**src/sv/ort_pkg.sv**
```systemverilog
// ----------------------------------------------------------------------------
// ort_pkg
// shared constants and types of the oriented rectangle overlap test
// ----------------------------------------------------------------------------
`default_nettype none

package ort_pkg;

    localparam int COORD_BITS_DEF = 24;
    localparam int CORNERS        = 4;
    localparam int NUM_COORDS     = 2 * CORNERS;
    localparam int AXES           = 2 * CORNERS;
    localparam int QUEUE_DEPTH    = 2;

    localparam logic CMD_LOAD = 1'b0;
    localparam logic CMD_TEST = 1'b1;

    typedef enum logic {
        KIND_LOAD = 1'b0,
        KIND_TEST = 1'b1
    } t_kind;

    typedef struct packed {
        logic  valid;
        t_kind kind;
    } t_qctl;

endpackage

`default_nettype wire

```
**src/sv/ort_if.sv**
```systemverilog
// ----------------------------------------------------------------------------
// ort_if
// valid/ready channels for rectangle words and overlap result words
// ----------------------------------------------------------------------------
`default_nettype none

interface ort_in_if #(
    parameter int COORD_BITS = ort_pkg::COORD_BITS_DEF
);
    logic                  valid;
    logic                  ready;
    logic                  cmd;
    logic [COORD_BITS-1:0] x0;
    logic [COORD_BITS-1:0] y0;
    logic [COORD_BITS-1:0] x1;
    logic [COORD_BITS-1:0] y1;
    logic [COORD_BITS-1:0] x2;
    logic [COORD_BITS-1:0] y2;
    logic [COORD_BITS-1:0] x3;
    logic [COORD_BITS-1:0] y3;

    modport source (output valid, cmd, x0, y0, x1, y1, x2, y2, x3, y3, input ready);
    modport sink   (input valid, cmd, x0, y0, x1, y1, x2, y2, x3, y3, output ready);
endinterface


`default_nettype wire

```
**src/sv/ort_front.sv**
```systemverilog
// ----------------------------------------------------------------------------
// ort_front
// accepts rectangle words, classifies them and queues them for the engine
// ----------------------------------------------------------------------------
`default_nettype none

module ort_front #(
    parameter int COORD_BITS = ort_pkg::COORD_BITS_DEF
) (
    input  wire logic                                            i_clk,
    input  wire logic                                            i_rst_n,
    ort_in_if.sink                                               i_in,
    input  wire logic                                            i_pop,
    output ort_pkg::t_qctl                                       o_qctl,
    output logic [ort_pkg::NUM_COORDS-1:0][COORD_BITS-1:0]       o_crn
);
    import ort_pkg::*;

    localparam int PTR_W = (QUEUE_DEPTH > 1) ? $clog2(QUEUE_DEPTH) : 1;
    localparam int CNT_W = $clog2(QUEUE_DEPTH + 1);

    t_kind                                r_kind [QUEUE_DEPTH];
    logic [NUM_COORDS-1:0][COORD_BITS-1:0] r_crn [QUEUE_DEPTH];
    logic [PTR_W-1:0]                     r_wp;
    logic [PTR_W-1:0]                     r_rp;
    logic [CNT_W-1:0]                     r_cnt;
    logic [PTR_W-1:0]                     n_wp;
    logic [PTR_W-1:0]                     n_rp;
    logic                                 w_push;
    t_kind                                w_kind;
    logic [NUM_COORDS-1:0][COORD_BITS-1:0] w_crn;

    assign i_in.ready = (r_cnt != CNT_W'(QUEUE_DEPTH));
    assign w_push     = i_in.valid && i_in.ready;

    always_comb begin
        unique case (i_in.cmd)
            CMD_LOAD: w_kind = KIND_LOAD;
            CMD_TEST: w_kind = KIND_TEST;
            default:  w_kind = KIND_LOAD;
        endcase
    end

    assign w_crn = {i_in.y3, i_in.x3, i_in.y2, i_in.x2,
                    i_in.y1, i_in.x1, i_in.y0, i_in.x0};

    assign n_wp = (r_wp == PTR_W'(QUEUE_DEPTH - 1)) ? '0 : r_wp + 1'b1;
    assign n_rp = (r_rp == PTR_W'(QUEUE_DEPTH - 1)) ? '0 : r_rp + 1'b1;

    always_ff @(posedge i_clk) begin
        if (w_push) begin
            r_kind[r_wp] <= w_kind;
            r_crn[r_wp]  <= w_crn;
        end
    end

    always_ff @(posedge i_clk) begin
        if (!i_rst_n) begin
            r_wp  <= '0;
            r_rp  <= '0;
            r_cnt <= '0;
        end else begin
            if (w_push) begin
                r_wp <= n_wp;
            end
            if (i_pop) begin
                r_rp <= n_rp;
            end
            case ({w_push, i_pop})
                2'b10:   r_cnt <= r_cnt + 1'b1;
                2'b01:   r_cnt <= r_cnt - 1'b1;
                default: r_cnt <= r_cnt;
            endcase
        end
    end

    assign o_qctl.valid = (r_cnt != '0);
    assign o_qctl.kind  = r_kind[r_rp];
    assign o_crn        = r_crn[r_rp];

    a_pop_nonempty: assert property (@(posedge i_clk) disable iff (!i_rst_n)
        i_pop |-> (r_cnt != '0))
        else $error("pop from empty queue");

    a_cnt_bound: assert property (@(posedge i_clk) disable iff (!i_rst_n)
        r_cnt <= CNT_W'(QUEUE_DEPTH))
        else $error("queue count overflow");

    a_cnt_inc: assert property (@(posedge i_clk) disable iff (!i_rst_n)
        (w_push && !i_pop) |=> (r_cnt == CNT_W'($past(r_cnt) + 1'b1)))
        else $error("queue count not advanced on push");

endmodule

`default_nettype wire

```
**src/flat_wrapper.sv**
```systemverilog
// flat-port wrapper written by rule: the top's interface ports become plain ports
module ort_front_flat import ort_pkg::*;
#(
    parameter int COORD_BITS = ort_pkg::COORD_BITS_DEF
)
  (i_clk, i_rst_n, i_pop, o_qctl, o_crn, i_in_valid, i_in_cmd, i_in_x0, i_in_y0, i_in_x1, i_in_y1, i_in_x2, i_in_y2, i_in_x3, i_in_y3, i_in_ready);
  ort_in_if #(.COORD_BITS(COORD_BITS)) i_in_i ();
  input  wire logic i_clk;
  input  wire logic i_rst_n;
  input  wire logic i_pop;
  output ort_pkg::t_qctl o_qctl;
  output logic [ort_pkg::NUM_COORDS-1:0][COORD_BITS-1:0] o_crn;
  input wire logic [$bits(i_in_i.valid)-1:0] i_in_valid;
  input wire logic [$bits(i_in_i.cmd)-1:0] i_in_cmd;
  input wire logic [$bits(i_in_i.x0)-1:0] i_in_x0;
  input wire logic [$bits(i_in_i.y0)-1:0] i_in_y0;
  input wire logic [$bits(i_in_i.x1)-1:0] i_in_x1;
  input wire logic [$bits(i_in_i.y1)-1:0] i_in_y1;
  input wire logic [$bits(i_in_i.x2)-1:0] i_in_x2;
  input wire logic [$bits(i_in_i.y2)-1:0] i_in_y2;
  input wire logic [$bits(i_in_i.x3)-1:0] i_in_x3;
  input wire logic [$bits(i_in_i.y3)-1:0] i_in_y3;
  output wire logic [$bits(i_in_i.ready)-1:0] i_in_ready;
  assign i_in_i.valid = i_in_valid;
  assign i_in_i.cmd = i_in_cmd;
  assign i_in_i.x0 = i_in_x0;
  assign i_in_i.y0 = i_in_y0;
  assign i_in_i.x1 = i_in_x1;
  assign i_in_i.y1 = i_in_y1;
  assign i_in_i.x2 = i_in_x2;
  assign i_in_i.y2 = i_in_y2;
  assign i_in_i.x3 = i_in_x3;
  assign i_in_i.y3 = i_in_y3;
  assign i_in_ready = i_in_i.ready;
  ort_front #(.COORD_BITS(COORD_BITS)) u_core (.i_clk(i_clk), .i_rst_n(i_rst_n), .i_in(i_in_i), .i_pop(i_pop), .o_qctl(o_qctl), .o_crn(o_crn));
endmodule
```
**config.mk**
```make
export PLATFORM = sky130hd
export DESIGN_NAME = ort_front_flat
export DESIGN_NICKNAME = d
export VERILOG_FILES = /design/src/sv/ort_pkg.sv /design/src/sv/ort_if.sv /design/src/sv/ort_front.sv /design/src/flat_wrapper.sv
export SDC_FILE = /design/constraint.sdc
export NUM_CORES = 1
export LEC_CHECK = 0
export BUFFER_PORTS_ARGS = -buffer_cell sky130_fd_sc_hd__buf_2
export CORE_UTILIZATION = 32
export CTS_BUF_LIST = sky130_fd_sc_hd__clkbuf_8
export DETAILED_ROUTE_END_ITERATION = 10
export SLEW_MARGIN = 5
export SYNTH_ARGS = -nofsm -noshare
export SYNTH_HDL_FRONTEND = slang
export SYNTH_SLANG_ARGS = --single-unit
```
**constraint.sdc**
```tcl
create_clock -name i_clk -period 5.1 [get_ports i_clk]
set_input_delay 0.255 -clock i_clk [delete_from_list [all_inputs] [get_ports i_clk]]
set_output_delay 0.255 -clock i_clk [all_outputs]
set_load 0.05 [all_outputs]
```
# After elaboration in Yosys (flattened, before gate mapping)

Memories as Yosys holds them, arrays and structs flattened. A register that Yosys moved wholly into a read port is not among the register bits.
Cells that the tools add are included.

Reductions and logical operators: 3
Bitwise operators: 1
$add $sub $neg: 4
Equal/unequal tests: 3
Mux-type cells: 10

Operator list:

| cell                                             | number |
|---|---|
| two-way mux 1 bit                                | 8 |
| one-hot mux 2 bit (2 select lines)               | 1 |
| nonzero test 2 bit                               | 2 |
| adder 1 bit, second input constant               | 2 |
| adder 2 x 1 -> 2 bit, second input constant      | 1 |
| == test 2 x 1 -> 1 bit, second input constant    | 1 |
| == test 2 bit, second input constant             | 1 |
| != test 2 bit, second input constant             | 1 |
| one-hot mux 1 bit (2 select lines)               | 1 |
| subtractor 2 x 1 -> 2 bit, second input constant | 1 |
| logical AND 1 bit                                | 1 |
| NOT 1 bit                                        | 1 |

Register bits after elaboration: 4
RAM bits: 386
Output and inout bits: 195
Memories: 2
Logic and storage cells: 26
Bits of input ports: 197

Memories:

| memory        | words | bits a word | read ports | clocked after Yosys merged registers in | wr ports | line            | source |
|---|---|---|---|---|---|---|---|
| u_core.r_crn  | 2     | 192         | 1          | 1                                       | 1        | ort_front.sv:23 | `logic [NUM_COORDS-1:0][COORD_BITS-1:0] r_crn [QUEUE_DEPTH];` |
| u_core.r_kind | 2     | 1           | 1          | 1                                       | 1        | ort_front.sv:22 | `t_kind r_kind [QUEUE_DEPTH];` |

# Logic depth before layout (Yosys ltp)

Gate-level depths: netlist of the first run.

Word-level depth: 4
Depth in mapped cells: 6

# Worst setup path after synthesis of the first run

OpenSTA, ideal clock, no wires.

Path kind: flip-flop to flip-flop
Start: register u_core.r_cnt[0]
End: memory u_core.r_crn[1][0] (netlist bit) (enable)
Period minus slack after synthesis: 6.036 ns
Slack: -0.936 ns
Setup time: 0.578 ns
Data arrival time: 5.458 ns
Path buffers: 0
Stages on the path, launching flop included: 3
Path through: dfxtp_1 > nand2b_1 > and3_1

Cells in the longest elaborated chain, start to end: 4

RTL lines:

| what                                    | line               | source |
|---|---|---|
| from (decl)                             | ort_front.sv:26    | `logic [CNT_W-1:0] r_cnt;` |
| from (signal assigned)                  | ort_front.sv:70    | `2'b10: r_cnt <= r_cnt + 1'b1;` |
| from (signal assigned)                  | ort_front.sv:71    | `2'b01: r_cnt <= r_cnt - 1'b1;` |
| from (signal assigned)                  | ort_front.sv:72    | `default: r_cnt <= r_cnt;` |
| != test 2 bit                           | ort_front.sv:33    | `assign i_in.ready = (r_cnt != CNT_W'(QUEUE_DEPTH));` |
| named net i_in_ready                    | flat_wrapper.sv:23 | `output wire logic [$bits(i_in_i.ready)-1:0] i_in_ready;` |
| logical AND 1 bit                       | ort_front.sv:34    | `assign w_push = i_in.valid && i_in.ready;` |
| two-way mux 1 bit                       | ort_front.sv:51    | `if (w_push) begin` |
| two-way mux 1 bit (not written as such) | ort_front.sv:53    | `r_crn[r_wp] <= w_crn;` |
| to (decl)                               | ort_front.sv:23    |  |

The timed path passes the listed nets, and every way through them passes these cells.

==> metrics.txt, run 1 <==
drt drc 0; Rel. slew slack 38.1%; logic gate share of total power 20.7%; first-pass GRT wire length 46700 µm; clk_lat worst skew 0.59 ns; Yosys top cell by area edfxtp_1; Pwr Density 418 nW/µm²; final net count 1467; Synth Register Bits 391; Routed Antenna Nets 0; initial drt markers 346; vias in the first global route 8692; Synth Area per Inst 22.8 µm²; # rows 76; vias per cell 4.27; top cells by area, synth edfxtp_1 82%, mux2_2 15%, buf_6 1.3%, dfxtp_1 0.70%, and2_1 0.13%; setup tns final 0 ns; Mapped Cells 623; Filler cells 3773; share of cells above drive strength 1 51.7%; setup bufs post-CTS 0; GPL Wtd Cong 0.691; Data required, critical path 4.85 ns; Main synth FF type edfxtp_1; area share of the largest cell type after synthesis 81.6%; Die Span X 213 µm; total grt overflow 0; Num CTS Buffers 69; final wirelength 31700 µm; HPWL after DPL 19400 µm; synthesized area 14200 µm²; clock tree sinks 391; worst-margin pin slew 0.928 ns; total number of vias 8128; worst-path fanout max 61; Pint 5.87 mW; critical path class register to output pin; CTS tree done; Fin. Hold Viols 0; First-pass DRT Iterations 5; IO Pins 392; GRT Util Overall 13.6%; CP arrival 2.74 ns; Final Skew 0.0200 ns; number of synthesized flops with an enable pin 386; setup violators final 0; Pwr Total 8.39 mW; most common cell in the synthesized netlist edfxtp_1; Root Driver clkbuf_8; hold buffer count at cts 197; reg2reg start u_core.r_cnt[0]; post-layout min period 2.99 ns; WL per Instance 16.6 µm; Clock power frac 32.1%; Resized Gates After CTS 0; Reg power frac 47.1%; clock buffer depth 3; Core Box Area 43500 µm²; fraction of registers with async set or reset after synthesis 0%; area delta synth->final 41.2%; sequential fraction of the synthesis area 82.3%; syn nets 821; Final period util 58.7%; Hold Crit Start i_in_x2[14]; Synth cell types 21; run status completed; Port Buffers 391; sw frac 30.1%; max cap viols 0; highest clock rate 334 MHz; top post-synthesis cells by count 386 x edfxtp_1, 193 x mux2_2, 17 x buf_6; pins over their slew limit 0; antenna violations before repair 1; leakage power 7.57 nW; switching pwr 2.52 mW; die area 45200 µm²; unrepaired setup endpoints after global routing no; Chip Height 213 µm; Min-Delay Path Class primary input to register; initial core utilization 32.7%; CTS HTree Levels 3; CP Capture Type output pin; Startpoint Class register; Clock Pin Slew Worst Setup and Hold Paths 0.06 ns; Yosys Warn Count 0; Max IR drop VDD 0.253 mV; largest net degree at the start of global routing 104
-- power groups by stage --
stage	clock [mW]	sequential (mW)	combinational [mW]
2_1_floorplan	0	4.01	1.25
3_3_place_gp	0	4.01	1.62
3_5_place_dp	0	4.02	1.63
4_1_cts	2.80	3.96	1.76
5_1_grt	2.93	3.98	1.83
6_report	2.70	3.95	1.74
-- cell families (layout without fill, tap and decap cells) --
kind of cell / Yosys count / in the layout / share of synthesized area, %
mux: 193 / 193 / 15.3
buf+inv: 22 / 717 / 1.55
simple gates: 9 / 9 / 0.388
other cells: 0 / 1 / 0
flops: 391 / 391 / 82.3
fa+ha+maj: 1 / 1 / 0.0880
xor+xnor: 3 / 3 / 0.185
compound gates: 4 / 4 / 0.211
-- layout make-up --
class / instances / area [µm²] / area share [%]
Timing Repair Buffer: 596 / 4040 / 20.1
Antenna cell: 1 / 2.50 / 0.0125
Clock inverter: 47 / 275 / 1.37
Tap cell: 585 / 732 / 3.65
Clock buffer: 73 / 1000 / 5.01
Multi-Input combinational cell: 210 / 2300 / 11.5
Inverter: 1 / 7.51 / 0.0374
Sequential cell: 391 / 11700 / 58.3
-- layer usage --
layer	vias to the layer above	routed length, µm	track usage, %
met1	3972	12500	15.4
met2	297	15800	23.0
li1	3800	-	-
met5	-	0	0
met3	59	2590	4.97
met4	0	840	6.18
-- critical path, cell delays in order (launching register included) --
cell and delay, ns:
dfxtp_4 0.94, buf_4 0.51, mux2_2 0.40, buf_2 0.21
-- registers in the layout, summed over array words and instances, names as in the netlist, named ones only --
name / flops
u_core.r_wp: 1
u_core.r_crn: 384
u_core.r_rp: 1
u_core.r_cnt: 2
u_core.r_kind: 2
-- final timing paths --
path         slack [ns]  depth (start not counted)                    to
min reg2reg        0.50                          2       u_core.r_cnt[1]
max                2.11                          3            o_crn[166]
max reg2reg        2.62                          5   u_core.r_crn[0][50]
min                0.38                          2  u_core.r_crn[0][110]
-- per-stage QoR --
step | worst slack (ns) | cells | instance area [µm²] | hold WS, ns | util (%)
floorplan | 0.763 | 623 | 14200 | 0.354 | -
global placement | 2.66 | 1586 | 16800 | 0.442 | 38.7
detailed placement | 2.61 | 1586 | 16800 | 0.446 | 38.7
CTS | 1.95 | 1903 | 20100 | 0.296 | 46.2
global route | 1.91 | 1904 | 20100 | 0.323 | 46.2
finish | 2.11 | 1904 | 20100 | 0.378 | 46.2
-- cell usage in the layout, fill, tap and decap left out, drive strengths merged --
| cell | Yosys | layout |
|---|---|---|
| buf | 21 | 399 |
| edfxtp | 386 | 386 |
| dlygate4sd3 | 0 | 197 |
| mux2 | 193 | 193 |
| clkbuf | 0 | 73 |
| inv | 1 | 22 |
| clkinv | 0 | 21 |
| dfxtp | 5 | 5 |
| and2 | 3 | 3 |
| bufinv | 0 | 3 |
| clkinvlp | 0 | 2 |
| xnor2 | 2 | 2 |
| a21boi | 2 | 2 |
| diode | 0 | 1 |
| nand2b | 1 | 1 |
| nand2 | 1 | 1 |
| nand3b | 1 | 1 |
| xor2 | 1 | 1 |
| or2 | 1 | 1 |
| and3 | 1 | 1 |
| a21bo | 1 | 1 |
| o21ai | 1 | 1 |
| or3 | 1 | 1 |
| ha | 1 | 1 |
Power figures use the tool's default switching activity.
==> run 2, diff against run 1 <==
- ABC_AREA: default -> 1
- clock period: 5.1 -> 2.9 ns (I/O delays scaled with it)
==> run 2 against run 1 <==
Compared with the run above: worst hold slack lost 0.10 ns; cell area grew 0.83%; global-route usage grew 0.19 points; critical endpoint is now o_crn[60]; combinational power grew 49%; largest cell class unchanged; critical path depth is the same; clock-buffer cell count shrank 2; non-clock buffer count grew 10; sequential share of layout area shrank 0.47 points; largest power group unchanged; register-to-register slack lost 1.5 ns; wire length grew 0.81%.
==> metrics.txt, run 2 <==
Die Span X 213 µm (about the same); Crit-path slowest cell dfxtp_4; Synth Register Bits 391 (unchanged); sw frac 28.7% (-1.4 points); die area 45200 µm² (about the same); Main synth FF type edfxtp_1; Synth cell types 14 (-33%); antenna violations before repair 1 (unchanged); Routed Antenna Nets 0 (unchanged); vias per cell 4.27 (about the same); flip-flop count of the largest register after layout 384 (unchanged); GPL Wtd Cong 0.731 (+5.7%); worst-margin pin slew 0.770 ns (-0.158 ns); Num CTS Buffers 69 (unchanged); Max IR drop VDD 0.552 mV (+120%); Fin. Hold Viols 0 (unchanged); most common cell in the synthesized netlist edfxtp_1; largest net degree at the start of global routing 119 (+14%); first-pass GRT wire length 47500 µm (+1.7%); IO Pins 392 (unchanged); initial drt markers 322 (-6.9%); drt drc 0 (unchanged); R2R setup slack 1.12 ns (-1.50 ns); Reg2Reg Depth 5 (unchanged); Root Driver clkbuf_8; Largest regs u_core.r_crn x384, u_core.r_cnt x2, u_core.r_kind x2; Hold WS 0.275 ns (-0.103 ns); top cells by area, synth edfxtp_1 82%, mux2_2 15%, buf_6 1.3%, dfxtp_1 0.70%, nand2_1 0.26%; CP arrival 2.22 ns (-0.52 ns); placed cells 1606 (+1.3%); pins over their slew limit 0 (unchanged); First-pass DRT Iterations 4 (-1); share of cells above drive strength 1 51.7% (about the same); unrepaired setup endpoints after global routing no; Min-Delay Path Class primary input to register; highest clock rate 423 MHz; Cell Chain, Critical Path buf_12 -> mux2_2 -> buf_2; worst-path fanout max 36 (-41%); area delta synth->final 42.4%; clk_lat worst skew 0.60 ns (about the same); HPWL after DPL 19700 µm (+1.6%); Hold Crit Depth 2 (unchanged); Rel. slew slack 48.7% (+11 points); Pwr Density 698 nW/µm² (+67%); Core Box Area 43500 µm² (unchanged); CTS HTree Levels 3 (unchanged); total number of vias 8211 (+1.0%); hold path endpoint u_core.r_crn[0][100]; Startpoint Class register; Data required, critical path 2.76 ns (-2.09 ns); final wirelength 32000 µm (+0.81%); commonest non-fill, non-tap cell in the layout buf_2; Yosys Warn Count 0 (unchanged); run status completed; most frequent cells in the layout 391 x buf_2, 386 x edfxtp_1, 198 x dlygate4sd3_1; Chip Height 213 µm (about the same); Pwr Total 14.1 mW (+68%); Reg power frac 48.3% (+1.2 points); syn nets 832 (+1.3%); Largest Register u_core.r_crn; Resized Gates After CTS 0 (unchanged); CP Buf/Inv Count 2 (unchanged); setup violators final 0 (unchanged); vias in the first global route 9007 (+3.6%); # rows 76 (unchanged); leakage power 7.66 nW (+1.2%); clock buffer depth 3 (unchanged); reg2reg start u_core.r_cnt[0]; R2R Path End u_core.r_crn[0][35]; switching pwr 4.05 mW (+61%); total grt overflow 0 (unchanged); Mapped Cells 634 (+1.8%); Final Skew 0.0275 ns (+0.00752 ns); CTS tree done; max cap viols 0 (unchanged); Clock power frac 33.2% (+1.1 points); critical path class register to output pin; Hold Crit Start i_in_x2[4]; design area 20200 µm² (+0.83%); initial core utilization 32.7% (about the same); clock tree sinks 391 (unchanged); Pint 10.1 mW (+72%); Clock Pin Slew Worst Setup and Hold Paths 0.06 ns (about the same); slowest stage delay, CP 0.71 ns (-0.23 ns); synthesized area 14200 µm² (about the same); final std cells w/o fill 1925 (+1.1%); final core utilization 46.5% (+0.38 points); final net count 1488 (+1.4%); top post-synthesis cells by count 386 x edfxtp_1, 193 x mux2_2, 17 x buf_6; Yosys top cell by area edfxtp_1; number of synthesized flops with an enable pin 386 (unchanged); GRT Util Overall 13.8% (+0.19 points); sequential fraction of the synthesis area 82.3% (about the same); Final period util 81.5%; fraction of registers with async set or reset after synthesis 0% (unchanged); area share of the largest cell type after synthesis 81.6% (about the same); Top Family by Delay on Critical Path flip-flops; Port Buffers 391 (unchanged); WL per Instance 16.6 µm (-0.29%); Synth Area per Inst 22.4 µm² (-1.8%); CP Capture Type output pin; post-layout min period 2.36 ns; logic gate share of total power 18.4% (-2.3 points); Cell Area, Placed 17000 µm² (+1.0%)
[run 2: cell types whose count changed after synthesis, sizes merged, moves of 2 or more]
cell    previous run  this run
xnor2              2         0
nand2              1        10
and2               3         0
inv                1         4
nor2               0        10
a21boi             2         0
[run 2: worst max path at each step]
stage          slack [ns]  depth (start not counted)            endpoint
2_1_floorplan       -0.99                          4  u_core.r_crn[1][0]
3_3_place_gp         1.08                          3          o_crn[182]
3_5_place_dp         1.07                          3          o_crn[182]
4_1_cts              0.40                          3          o_crn[182]
5_1_grt              0.36                          3          o_crn[185]
6_report             0.54                          3           o_crn[60]
[run 2: through the flow]
stage	TNS, ns	setup slack, ns
after floorplan	-378.24	-0.991
after global placement	0	1.08
after detailed placement	0	1.07
after CTS	0	0.402
after global routing	0	0.364
final	0	0.537
[run 2: power by group through the flow]
stage	registers (mW)	clock network, mW	logic (mW)
after CTS	6.82	4.89	2.63
after detailed placement	6.94	0	2.40
final	6.82	4.69	2.60
after floorplan	6.93	0	1.77
after global placement	6.92	0	2.39
after global routing	6.86	5.11	2.74
[run 2: layer usage]
metal,part of all wire [%],track usage (%),vias up
met4,3.0,6.55,0
met1,39,15.2,3997
met3,7.7,4.84,68
met5,0,0,-
met2,51,23.9,300
li1,-,-,3846
[run 2: cell families after synthesis]
logic type      synth area share (%)
compound gates                0.0704
fa+ha+maj                     0.0881
buf+inv                         1.63
flops                           82.3
mux                             15.3
simple gates                   0.617
[run 2: cell type report]
cell class	instances	area, µm²
inverter	4	17.5
tap	585	732
timing repair buffer	606	4180
clock buffer	71	977
antenna	1	2.50
fill	3771	23200
multi-input combinational	218	2330
clock inverter	49	289
sequential	391	11700
[run 2: timing repair]
action | 4_1_cts | 5_1_grt
endpoints found under the hold margin | 394 | 0
endpoints found under the setup margin | 0 | 0
hold buffers | 198 | 0
setup buffers | 0 | 0
==> run 3, diff against run 2 <==
- clock period: 2.9 -> 2 ns (I/O delays scaled with it)
==> run 3 against run 2 <==
Compared with the run above: the flow now finishes with violations (setup timing); final cell count rose by 2.1%; register-to-register slack got worse by 0.92 ns; setup slack got worse by 0.64 ns; via count rose by 5.5%; clock-buffer cell count fell by 4; clock skew fell by 0.011 ns; critical path type unchanged; highest routed layer unchanged; clock power rose by 42%; utilization rose by 7.6 points; largest cell class unchanged; global-route usage rose by 1.8 points; wire length rose by 23%; sequential power rose by 45%; critical path depth rose by 2.
==> metrics.txt, run 3 (synthesized netlist as in run 2, its figures left out) <==
run status complete, but fails checks; violated checks setup timing; highest clock rate 475 MHz; Clock Pin Slew Worst Setup and Hold Paths 0.06 ns (about the same); most frequent cells in the layout 386 x edfxtp_1, 202 x buf_2, 197 x dlygate4sd3_1; hold path endpoint u_core.r_crn[0][25]; CTS tree done; First-pass DRT Iterations 4 (unchanged); Final Skew 0.0168 ns (-0.0107 ns); clock buffer depth 3 (unchanged); antenna violations before repair 1 (unchanged); die area 45200 µm² (unchanged); Die Span X 213 µm (unchanged); Fin. Hold Viols 0 (unchanged); # rows 76 (unchanged); CTS HTree Levels 3 (unchanged); Chip Height 213 µm (unchanged); Root Driver clkbuf_8; unrepaired setup endpoints after global routing yes; WL per Instance 20.1 µm (+21%); CP arrival 2.00 ns (-0.22 ns); Rel. slew slack 82.0% (+33 points); Data required, critical path 1.90 ns (-0.86 ns); worst-margin pin slew 0.270 ns (-0.500 ns); vias per cell 4.40 (+3.3%); slowest stage delay, CP 0.42 ns (-0.29 ns); Final period util 105%; most frequent CP cell buf_12; max cap viols 0 (unchanged); Core Box Area 43500 µm² (unchanged); setup violators final 154 (+154); Max IR drop VDD 0.713 mV (+29%); post-layout min period 2.10 ns; Cell Chain, Critical Path buf_12 -> buf_12 -> clkbuf_16 -> mux2_4 -> buf_8; first-pass GRT wire length 52600 µm (+11%); GRT Util Overall 15.7% (+1.8 points); Reg2Reg Depth 6 (+1); Pint 15.7 mW (+56%); worst-path fanout max 8 (-78%); Pwr Total 22.1 mW (+56%); largest net degree at the start of global routing 36 (-70%); Routed Antenna Nets 0 (unchanged); met3 Track Usage GR 6.12% (+1.3 points); met1 usage 17.0% (+1.8 points); logic gate share of total power 24.8% (+6.4 points); R2R setup slack 0.20 ns (-0.92 ns); Num CTS Buffers 66 (-4.3%); IO Pins 392 (unchanged); clk_lat worst skew 0.63 ns (+0.03 ns); pre-CTS WS 0.391 ns (-0.683 ns); GPL Wtd Cong 0.757 (+3.6%); R2R Path End u_core.r_cnt[0]; initial drt markers 397 (+23%); Reg power frac 44.9% (-3.4 points); switching pwr 6.32 mW (+56%); HPWL after DPL 20800 µm (+5.8%); Min-Delay Path Class primary input to register; clock tree sinks 391 (unchanged); final wirelength 39500 µm (+23%); Startpoint Class register; share of cells above drive strength 1 53.6% (+1.9 points); sw frac 28.7% (about the same); CP Capture Type output pin; total grt overflow 0 (unchanged); reg2reg start u_core.r_cnt[1]; Crit-path slowest cell dfxtp_4; Clock power frac 30.2% (-3.0 points); setup tns final -6.92 ns (-6.92 ns); area delta synth->final 65.7%; final net count 1534 (+3.1%); total number of vias 8659 (+5.5%); pins over their slew limit 0 (unchanged); Largest regs u_core.r_crn x384, u_core.r_cnt x2, u_core.r_kind x2; commonest non-fill, non-tap cell in the layout edfxtp_1; Port Buffers 391 (unchanged); flip-flop count of the largest register after layout 384 (unchanged); Hold Crit Start i_in_valid; Hold Crit Depth 4 (+2); vias in the first global route 9423 (+4.6%); final core utilization 54.2% (+7.6 points); Largest Register u_core.r_crn; initial core utilization 32.7% (unchanged); drt drc 0 (unchanged); leakage power 9.32 nW (+22%); critical path class register to output pin; busiest grt layer met2; post-route setup slack -0.104 ns (-0.641 ns); Pwr Density 937 nW/µm² (+34%); Hold WS 0.0822 ns (-0.193 ns); global routing usage on met2 27.4% (+3.5 points)
## run 3: cell count changes in the layout (fill, tap and decap cells not counted), sizes merged
cell / previous run / this run
buf: 408 / 449
clkinv: 19 / 20
dlygate4sd3: 198 / 197
inv: 28 / 22
clkinvlp: 3 / 4
clkbuf: 71 / 76
## run 3: final cells by class
type | count | area (µm²)
tap | 585 | 732
sequential | 391 | 11700
clock buffer | 67 | 922
antenna | 1 | 2.50
multi-input combinational | 218 | 2980
fill | 3250 | 19900
clock inverter | 45 | 279
timing repair buffer | 655 | 6910
inverter | 4 | 17.5
## run 3: metal layers
metal | up-vias | share of wire [%]
li1 | 3937 | -
met1 | 4325 | 37
met2 | 324 | 53
met3 | 73 | 7.4
met4 | 0 | 2.7
met5 | - | 0
## run 3: metrics by stage
stage	area [µm²]	std cells
final	23500	1966
after global routing	23500	1965
after CTS	22000	1954
after detailed placement	17200	1626
after global placement	17200	1626
after floorplan	14300	634
## run 3: power by group through the flow
stage / combinational [mW] / clock, mW / sequential [mW]
6_report: 5.48 / 6.66 / 9.91
4_1_cts: 4.72 / 6.85 / 9.88
3_5_place_dp: 3.60 / 0 / 10.0
3_3_place_gp: 3.58 / 0 / 10.0
5_1_grt: 5.69 / 7.22 / 9.95
2_1_floorplan: 2.56 / 0 / 10.0
## run 3: worst max-delay path by stage
stage                                    end            start  depth (start not counted)
final                              o_crn[31]         register                          5
after global routing               o_crn[31]         register                          5
after CTS                         o_crn[111]         register                          4
after detailed placement          o_crn[144]         register                          4
after global placement            o_crn[144]         register                          4
after floorplan           u_core.r_crn[1][0]  u_core.r_cnt[0]                          4
## run 3: repair_timing
action / CTS / global route
pin swaps: 0 / 0
hold buffers: 197 / 0
gates resized for setup: 401 / 374
gates cloned: 7 / 9
buffers inserted: 12 / 8
setup endpoints to repair: 179 / 190
endpoints found under the hold margin: 391 / 0
## run 3: critical path, delay by kind of cell, from the launching register on
kind / cells / cell delay, ns
buf+inv: 4 / 0.63
mux: 1 / 0.32
flops: 1 / 0.42
